File: src/hdl/qfsqrt_pkg.sv
package qfsqrt_pkg;

  localparam int FRAC_W     = 5;
  localparam int RAD_IN_W   = 32;
  localparam int ROOT_OUT_W = 31;
  localparam int MaxFrac    = 30;

  localparam logic [FRAC_W-1:0] MAX_FRAC_CODE = FRAC_W'(MaxFrac);

endpackage

File: src/hdl/qfsqrt_prep.sv
module qfsqrt_prep import qfsqrt_pkg::*; #(
  parameter int DATA_WIDTH = 32,
  parameter int RAD_W      = 62
) (
  input  logic                clk,
  input  logic                rst_n,
  input  logic                in_valid,
  input  logic [RAD_IN_W-1:0] in_radicand,
  input  logic [FRAC_W-1:0]   frac,
  output logic                out_valid,
  output logic [RAD_W-1:0]    out_rad
);

  logic                  valid_r;
  logic [RAD_W-1:0]      rad_r;
  logic [RAD_W-1:0]      rad_nxt;
  logic [DATA_WIDTH-1:0] x;
  logic [FRAC_W-1:0]     shamt;
  logic                  positive;

  assign x        = in_radicand[DATA_WIDTH-1:0];
  assign positive = !x[DATA_WIDTH-1] && (|x);
  // format code 31 saturates to 30
  assign shamt    = (frac > MAX_FRAC_CODE) ? MAX_FRAC_CODE : frac;

  always_comb begin
    rad_nxt = '0;
    if (positive) begin
      rad_nxt = RAD_W'(x[DATA_WIDTH-2:0]) << shamt;
    end
  end

  always_ff @(posedge clk) begin
    if (!rst_n) begin
      valid_r <= 1'b0;
    end else begin
      valid_r <= in_valid;
    end
  end

  always_ff @(posedge clk) begin
    rad_r <= rad_nxt;
  end

  assign out_valid = valid_r;
  assign out_rad   = rad_r;

endmodule

File: config.mk
export PLATFORM = sky130hd
export DESIGN_NAME = qfsqrt_prep
export DESIGN_NICKNAME = d
export VERILOG_FILES = /design/src/hdl/qfsqrt_pkg.sv /design/src/hdl/qfsqrt_prep.sv
export SDC_FILE = /design/constraint.sdc
export NUM_CORES = 1
export LEC_CHECK = 0
export ABC_AREA = 1
export BUFFER_PORTS_ARGS = -buffer_cell sky130_fd_sc_hd__buf_2
export CORE_AREA = 2 2 66 131
export CTS_BUF_LIST = sky130_fd_sc_hd__clkbuf_2
export CTS_CLUSTER_DIAMETER = 100
export DETAILED_ROUTE_END_ITERATION = 8
export DIE_AREA = 0 0 68 133
export PLACE_DENSITY = 0.78
export SYNTH_ARGS = -nofsm -noshare
export SYNTH_HDL_FRONTEND = slang
export SYNTH_SLANG_ARGS = --single-unit
export TNS_END_PERCENT = 50
File: constraint.sdc
create_clock -name clk -period 1.3 [get_ports clk]
set_input_delay 0.13 -clock clk [delete_from_list [all_inputs] [get_ports clk]]
set_output_delay 0.13 -clock clk [all_outputs]
set_load 0.005 [all_outputs]
==> summary.txt <==
Worst setup path
  • Worst path bufs/invs: 1
  • Slowest cell on crit path: dfxtp_1
  • Crit-path leading delay family: flip-flops
  • Crit path required time: 1170 ps
  • Worst setup EP type: primary output
  • Worst Path Max Fanout: 1
  • Startpoint types: flop
  • Crit path cell chain: buf_2
  • Worst path max stage delay: 390 ps
  • Critical Path AT: 1010 ps
  • Critical path type: reg2out

Timing
  • Final hold violations: 0
  • Headroom to the max-slew limit: between 60% and 70%
  • Crit share post-route: 87.4%
  • Setup TNS: 0 ps
  • Maximum clock rate: about 880 MHz
  • Final worst setup slack: between 150 and 200 ps
  • Unrepaired setup endpoints after global routing: false
  • Endpoints failing setup: 0
  • Final Max Slew Viols: 0
  • Worst-Margin Slew: slightly above 500 ps
  • Min Tclk post-route: around 1100 ps

Global route
  • Aggregate global-route resource usage: 32.7%
  • First-pass GRT wire length: 21700 um
  • M1 GR Usage: ~38%
  • Grt peak-use layer: met2
  • Met3 Use GR: 4.42%
  • Met2 usage: between 50% and 60%
  • Initial antenna violation count: 0
  • Pin count of the biggest net entering global routing: 46
  • Vias in the first global route: 4236
  • Total gr overflow: 0

Cells and area
  • Layout cells sized above 1: about a quarter
  • Multi-input logic area: between 0.002 and 0.0025 mm2
  • # fillers: 851
  • Finished layout cell area: 0.00463 mm2
  • Final net count: approximately 740
  • Seq. cell area: 0.00126 mm2
  • ANT cells: 0
  • Post-Layout Cell Count: 800
  • Area growth syn-to-layout: 30.6%

Pwr
  • Comb power frac: between 20 and 30%
  • Sw Share: between 30% and 40%
  • Internal power: 2.99 mW
  • Clock power share: 24.1%
  • P_leak: 2.43 nW
  • Pwr Density: 975 mW/mm2
  • Max VDD drop: around 0.0006 V
  • Sw power: 1.53 mW
  • Fraction of power consumed by sequential logic: 46.3%

Placement
  • Place WS: -276 ps
  • Cell count after placement: 783
  • Gpl congestion: 1.02
  • Estimated wirelength of the detail-placed design: between 10000 and 15000 um
  • Port Buffers: about 100
  • Placed inst area: around 0.0045 mm2

Synth
  • Syn_area_per_cell: 6.29 um2
  • Post-synthesis sequential area ratio: 35.6%
  • Cells after Synth: 564
  • Synth Warn #: 0
  • Net Count, Synth: 604
  • Number of synthesized register bits: 63
  • Cell variety after synth: 20
  • Post-synthesis cell area: ~0.0035 mm2

Hold path
  • Hold path startpoint: in_radicand[0]
  • Endpoint, Worst Hold: out_rad[16]
  • Hold Path Depth: 6
  • Hold crit path type: in2reg

Routing
  • DR WL/cell: 17.3 um
  • Detailed Route WL: 13800 um
  • DRT antenna net count: 0
  • DRT iter0 DRCs: 470
  • DRC: 0
  • Vias/cell: between 5 and 6
  • DR vias: 4546
  • Drt pass-1 iters: 5

Floorplan
  • Die area: 0.00904 mm2
  • Overall die height: approximately 130 um
  • Starting Density: 43.7%
  • I/O pin cnt: approximately 100
  • Placeable core area: 0.00812 mm2
  • Die W: 68 um
  • Row cnt: 47

CTS
  • TritonCTS Buffers: 9
  • CTS tree: yes
  • Maximum clock path buffer count: 2
  • H-tree levels: 3
  • Worst-path clk slew: 160 ps
  • Buffer count from post-CTS setup fixing: 0
  • CTS Sinks: 63
  • Clock Tree Root: clkbuf_2
  • Gates resized, CTS repair: 0

Status
  • Status: complete, no violations

Flow run
  • Maximum Capacitance Violations: 0
-- registers in the layout, summed over array words and instances, names as in the netlist --
register / flops
out_rad: 62
out_valid: 1
-- power groups by stage --
stage          clock network [mW]  logic, mW  registers (mW)
2_1_floorplan                   0      0.703            2.14
3_3_place_gp                    0       1.30            2.13
3_5_place_dp                    0       1.30            2.13
4_1_cts                      1.11       1.31            2.09
5_1_grt                      1.19       1.47            2.10
6_report                     1.09       1.33            2.09
-- metrics by stage --
| stage | hold WS, ps | utilization [%] | power (mW) |
|---|---|---|---|
| after global routing | 215 | 57.1 | 4.77 |
| after floorplan | 223 | - | 2.85 |
| after CTS | 187 | 57.1 | 4.52 |
| after detailed placement | 320 | 55.6 | 3.43 |
| after global placement | 318 | 55.6 | 3.44 |
| final | 222 | 57.1 | 4.52 |
-- worst max path at each step --
stage,start,endpoint,slack [ps],cells past startpoint
4_1_cts,out_rad[28],out_rad[28],140,1
6_report,out_rad[31],out_rad[31],160,1
5_1_grt,frac[3],out_rad[42],90,11
2_1_floorplan,in_radicand[8],out_rad[39],20,12
3_3_place_gp,in_radicand[8],out_rad[43],-280,11
3_5_place_dp,frac[3],out_rad[19],-280,11
-- metal layers --
| layer | wire length [um] | share of wire, % |
|---|---|---|
| met4 | 1150 | 8.3 |
| met1 | 4790 | 35 |
| met2 | 6860 | 50 |
| met5 | 0 | 0 |
| met3 | 1030 | 7.5 |
-- repair_timing --
item / CTS / global route
hold buffers: 2 / 0
endpoints found under the setup margin: 0 / 0
hold endpoints to repair: 1 / 0
-- cell usage after synthesis (all sizes together) --
cell / count / share of area (%)
buf: 30 / 4.3
nand3: 256 / 36
clkbuf: 10 / 1.1
conb: 1 / 0.11
dfxtp: 63 / 36
o21ai: 2 / 0.60
nand4: 3 / 0.53
nor2: 53 / 5.7
nor3: 8 / 1.1
inv: 8 / 0.85
clkinv: 1 / 0.11
nand2: 128 / 14
or2: 1 / 0.18
-- cell type report --
type | count | area share (%)
Clock inverter | 5 | 1.08
Timing Repair Buffer | 163 | 22.6
Multi-Input combinational cell | 452 | 44.6
Tap cell | 98 | 2.65
Clock buffer | 10 | 1.08
Inverter | 9 | 0.729
Sequential cell | 63 | 27.2
-- cell usage in the layout, fill, tap and decap left out, types with 5 or more instances in the layout --
cell | Yosys | final
nand3_1 | 256 | 256
nor2_1 | 52 | 52
nor3_1 | 8 | 7
inv_1 | 5 | 5
buf_2 | 8 | 102
buf_4 | 2 | 53
nand2_1 | 125 | 125
dfxtp_1 | 63 | 63
buf_12 | 0 | 6
clkbuf_2 | 0 | 10
-- kinds of logic after synthesis --
| family | after synthesis | synth area share (%) |
|---|---|---|
| and+or+nand+nor | 449 | 57.4 |
| DFF | 63 | 35.6 |
| buffers and inverters | 49 | 6.32 |
| AOI/OAI and AO/OA | 2 | 0.600 |
| other | 1 | 0.106 |
Power figures use the tool's default switching activity.
