## config.mk

```make
export PLATFORM = sky130hd
export DESIGN_NAME = qfsqrt_cell
export DESIGN_NICKNAME = d
export VERILOG_FILES = /design/src/hdl/qfsqrt_cell.sv
export SDC_FILE = /design/constraint.sdc
export NUM_CORES = 1
export LEC_CHECK = 0
export BUFFER_PORTS_ARGS = -buffer_cell sky130_fd_sc_hd__buf_2
export CAP_MARGIN = 25
export CELL_PAD_IN_SITES_DETAIL_PLACEMENT = 0
export CELL_PAD_IN_SITES_GLOBAL_PLACEMENT = 1
export CORE_MARGIN = 2
export CORE_UTILIZATION = 30
export DETAILED_ROUTE_END_ITERATION = 7
export PLACE_DENSITY = 0.79
export SLEW_MARGIN = 10
export SYNTH_ARGS = -nofsm -noshare
export SYNTH_HDL_FRONTEND = slang
export SYNTH_SLANG_ARGS = --single-unit
```

## constraint.sdc

```tcl
create_clock -name clk -period 3.3 [get_ports clk]
set_input_delay 0.66 -clock clk [delete_from_list [all_inputs] [get_ports clk]]
set_output_delay 0.66 -clock clk [all_outputs]
set_load 0.03 [all_outputs]
```

## src/hdl/qfsqrt_cell.sv

```systemverilog
module qfsqrt_cell #(
  parameter int ROOT_W = 31
) (
  input  logic                clk,
  input  logic                rst_n,
  input  logic                in_valid,
  input  logic [2*ROOT_W-1:0] in_rad,
  input  logic [ROOT_W+1:0]   in_rem,
  input  logic [ROOT_W-1:0]   in_root,
  output logic                out_valid,
  output logic [2*ROOT_W-1:0] out_rad,
  output logic [ROOT_W+1:0]   out_rem,
  output logic [ROOT_W-1:0]   out_root
);

  localparam int RAD_W = 2 * ROOT_W;

  logic              valid_r;
  logic [RAD_W-1:0]  rad_r;
  logic [ROOT_W+1:0] rem_r;
  logic [ROOT_W-1:0] root_r;
  logic [RAD_W-1:0]  rad_nxt;
  logic [ROOT_W+1:0] rem_nxt;
  logic [ROOT_W-1:0] root_nxt;
  logic [ROOT_W+1:0] acc;
  logic [ROOT_W+1:0] trial;

  // bring down the next two radicand bits and try root bit one
  assign acc     = {in_rem[ROOT_W-1:0], in_rad[RAD_W-1 -: 2]};
  assign trial   = {in_root, 2'b01};
  assign rad_nxt = {in_rad[RAD_W-3:0], 2'b00};

  always_comb begin
    if (acc >= trial) begin
      rem_nxt  = acc - trial;
      root_nxt = {in_root[ROOT_W-2:0], 1'b1};
    end else begin
      rem_nxt  = acc;
      root_nxt = {in_root[ROOT_W-2:0], 1'b0};
    end
  end

  always_ff @(posedge clk) begin
    if (!rst_n) begin
      valid_r <= 1'b0;
    end else begin
      valid_r <= in_valid;
    end
  end

  always_ff @(posedge clk) begin
    rad_r  <= rad_nxt;
    rem_r  <= rem_nxt;
    root_r <= root_nxt;
  end

  assign out_valid = valid_r;
  assign out_rad   = rad_r;
  assign out_rem   = rem_r;
  assign out_root  = root_r;

endmodule

```

==> impl_metrics.csv <==
group,metric,value,unit
run_status,status,"complete, no violations",
route,drt_iter0_markers,169,
logic_synthesis,yosysMostFrequentCell,"dfxtp_1",
placement,pre_cts_ws,-0.07119,ns
critical_path,crit_arrival,3.27,ns
die,die_area,0.01820,mm2
logic_synthesis,synthTopCellsByArea,"dfxtp_1, ha_1, mux2_4",
power_and_ir_drop,power_frac_comb,0.243,
logic_synthesis,syn_avg_cell_area,10.60,um2
critical_path,crit_type,"input port to flop",
power_and_ir_drop,peakVddDrop,0.3358,mV
clock_network,cts_setup_buffers,0,
logic_synthesis,synthCells,485,
logic_synthesis,syn_area,0.005141,mm2
clock_network,cts_made_buffers,17,
logic_synthesis,synth-async-reset-ratio,0,
clock_network,cts_sinks,125,
clock_network,cts-root-buf,"clkbuf_16",
logic_synthesis,ys_ff_latch,125,
sta,finalWorstSetupSlack,0.3311,ns
power_and_ir_drop,net-switching-power,1.450,mW
sta,finalSetupViolations,0,
route,vias,4482,
critical_path,worst_setup_path_end_kind,"flop",
hold_path,hold_start,"in_rad[31]",
power_and_ir_drop,sw_frac_of_total,0.3010,
placement,placed_area,0.006907,mm2
die,core_area,0.01664,mm2
clock_network,cts_tree,"built",
power_and_ir_drop,powerDensity,639.6,mW/mm2
route,drt.antenna.violating_nets,0,
logic_synthesis,ys.flop_type,"dfxtp_1",
clock_network,htreeDepth,4,
die,placementRows,47,
power_and_ir_drop,pwr-share-clk,0.409,
grt,grt_pass1_wl,21.54,mm
hold_path,hold_path_end,"out_rad[33]",
power_and_ir_drop,power.total,4.818,mW
route,drt_pass1_iterations,4,
sta,hold_viol,0,
sta,period_share,0.8997,
power_and_ir_drop,leakagePower,3.901,nW
final_layout,fillers,1640,
final_layout,fin_area,0.007532,mm2
job,drv_cap,0,
die,die_w,134.9,um
critical_path,cp-start-kind,"input port",
logic_synthesis,synth_edf_count,0,
power_and_ir_drop,p_seq_frac,0.348,
route,m1WireLength,6.352,mm
grt,grt_pass1_vias,4317,
critical_path,cp_max_fo,16,
route,wl_per_cell,14.23,um
die,ios,256,
placement,hpwlAfterDp,11.71,mm
route,drc,0,
final_layout,diodes,0,
power_and_ir_drop,p_int,3.367,mW
sta,tns,0,ns
final_layout,syn_to_final_growth,46.51,%
grt,track_usage,0.1550,
hold_path,min_path_cells,1,
grt,antenna_found_initial,1,
placement,gp_congestion,0.8381,
sta,fmax,336.8,MHz
logic_synthesis,synth_top_cell_area_share,0.4867,
logic_synthesis,synth.largest_area_cell,"dfxtp_1",
die,initial_utilization,0.3089,
logic_synthesis,synth-warning-count,0,
clock_network,cts.clk_slew.worst_paths,0.06,ns
final_layout,final_nets,945,
route,viasPerCell,4.411,
logic_synthesis,ys_types,55,
grt,grt-ovfl-total,0,
logic_synthesis,ys_seq_area_frac,0.4867,
route,route.top_layer_used,"met5",
sta,fin_crit,2.969,ns
placement,io_buffers,251,
final_layout,layout-drive-gt1-share,0.4698,
sta,maxSlewViolCount,0,
sta,rsz0062_at_grt,"no",
route,wl_met3,1.024,mm
logic_synthesis,yosys-top-cells-count,"dfxtp_1, inv_1, a21oi_1",
clock_network,postCtsHoldBufs,0,
hold_path,hp-class,"input port to flop",
clock_network,cts-resized-gates,0,
clock_network,ctsLongestPathBuffers,2,
route,routed_wirelength,14.46,mm
route,route.met2.wl,6.831,mm
grt,grt_max_degree,17,
die,die_y,134.9,um
critical_path,crit_required,3.60,ns
## how the worst max path moves through the flow
stage | start | endpoint | cells after the start
5_1_grt | in_root[4] | out_rem[32] | 14
2_1_floorplan | in_root[10] | out_rem[10] | 14
4_1_cts | in_rem[4] | out_rem[21] | 13
3_3_place_gp | in_rem[0] | out_rem[28] | 11
6_report | in_rem[10] | out_rem[14] | 13
3_5_place_dp | in_rem[4] | out_rem[6] | 13
## layout make-up
type                       instances  area, um2  share of cell area
tap                              220      275.3             0.03654
timing repair buffer             302       1664              0.2209
clock buffer                      19      442.9             0.05880
multi-input combinational        299       2322              0.3083
sequential                       125       2502              0.3322
inverter                          38      142.6             0.01894
clock inverter                    13      182.7             0.02425
## power by group through the flow
stage / registers (mW) / clock network [mW] / logic [mW]
2_1_floorplan: 1.99 / 0 / 0.504
3_3_place_gp: 1.71 / 0 / 1.18
3_5_place_dp: 1.71 / 0 / 1.18
4_1_cts: 1.68 / 2.03 / 1.18
5_1_grt: 1.69 / 2.09 / 1.26
6_report: 1.68 / 1.97 / 1.17
## per-layer routing
| metal | vias to the layer above | global-route usage |
|---|---|---|
| met1 | 1990 | 0.1843 |
| met4 | 2 | 0.06374 |
| li1 | 2287 | - |
| met3 | 21 | 0.04880 |
| met5 | - | 0 |
| met2 | 182 | 0.2589 |
## placed cells by master, fill, tap and decap left out, types with 5 or more instances in the layout
cell type,netlist,routed
a21o_1,20,20
a21oi_1,34,34
a31oi_1,5,5
buf_2,1,251
buf_4,2,49
clkbuf_16,0,17
clkinv_4,0,6
dfxtp_1,125,125
ha_1,33,33
inv_1,38,38
mux2_4,27,27
nand2_1,26,26
nand3_1,7,7
nand4_1,9,9
nor2_1,21,21
o21a_1,5,5
o21ai_0,20,20
xnor2_1,17,17
xor2_1,8,8
## cells by family after synthesis
kind of cell    count (synthesis)  share of synthesized area
mux                            32                    0.08956
simple gates                   90                    0.08688
fa+ha+maj                      33                    0.08031
compound gates                117                     0.1509
other cells                     1                  0.0007294
buf+inv                        62                    0.06230
flops                         125                     0.4867
xor+xnor                       25                    0.04259
## stage by stage
step	hold WS (ns)	instances	utilization
3_5_place_dp	0.7637	984	0.4150
6_report	0.3421	1016	0.4526
4_1_cts	0.3183	1016	0.4526
2_1_floorplan	0.6877	486	-
5_1_grt	0.3199	1016	0.4526
3_3_place_gp	0.7624	984	0.4150
## worst max-delay path, stage by stage
cell	delay [ns]
buf_2	0.11
ha_1	0.41
a21oi_4	0.19
o21ai_1	0.10
a31oi_1	0.18
o311ai_1	0.12
buf_4	0.16
a31o_2	0.28
a21oi_4	0.17
o21ai_2	0.09
a31o_2	0.31
buf_12	0.17
mux2_4	0.30
## sequential cells by signal (all words and copies together) (netlist names)
signal / flops
out_rad: 60
out_rem: 33
out_root: 31
out_valid: 1
Power figures use the tool's default switching activity.
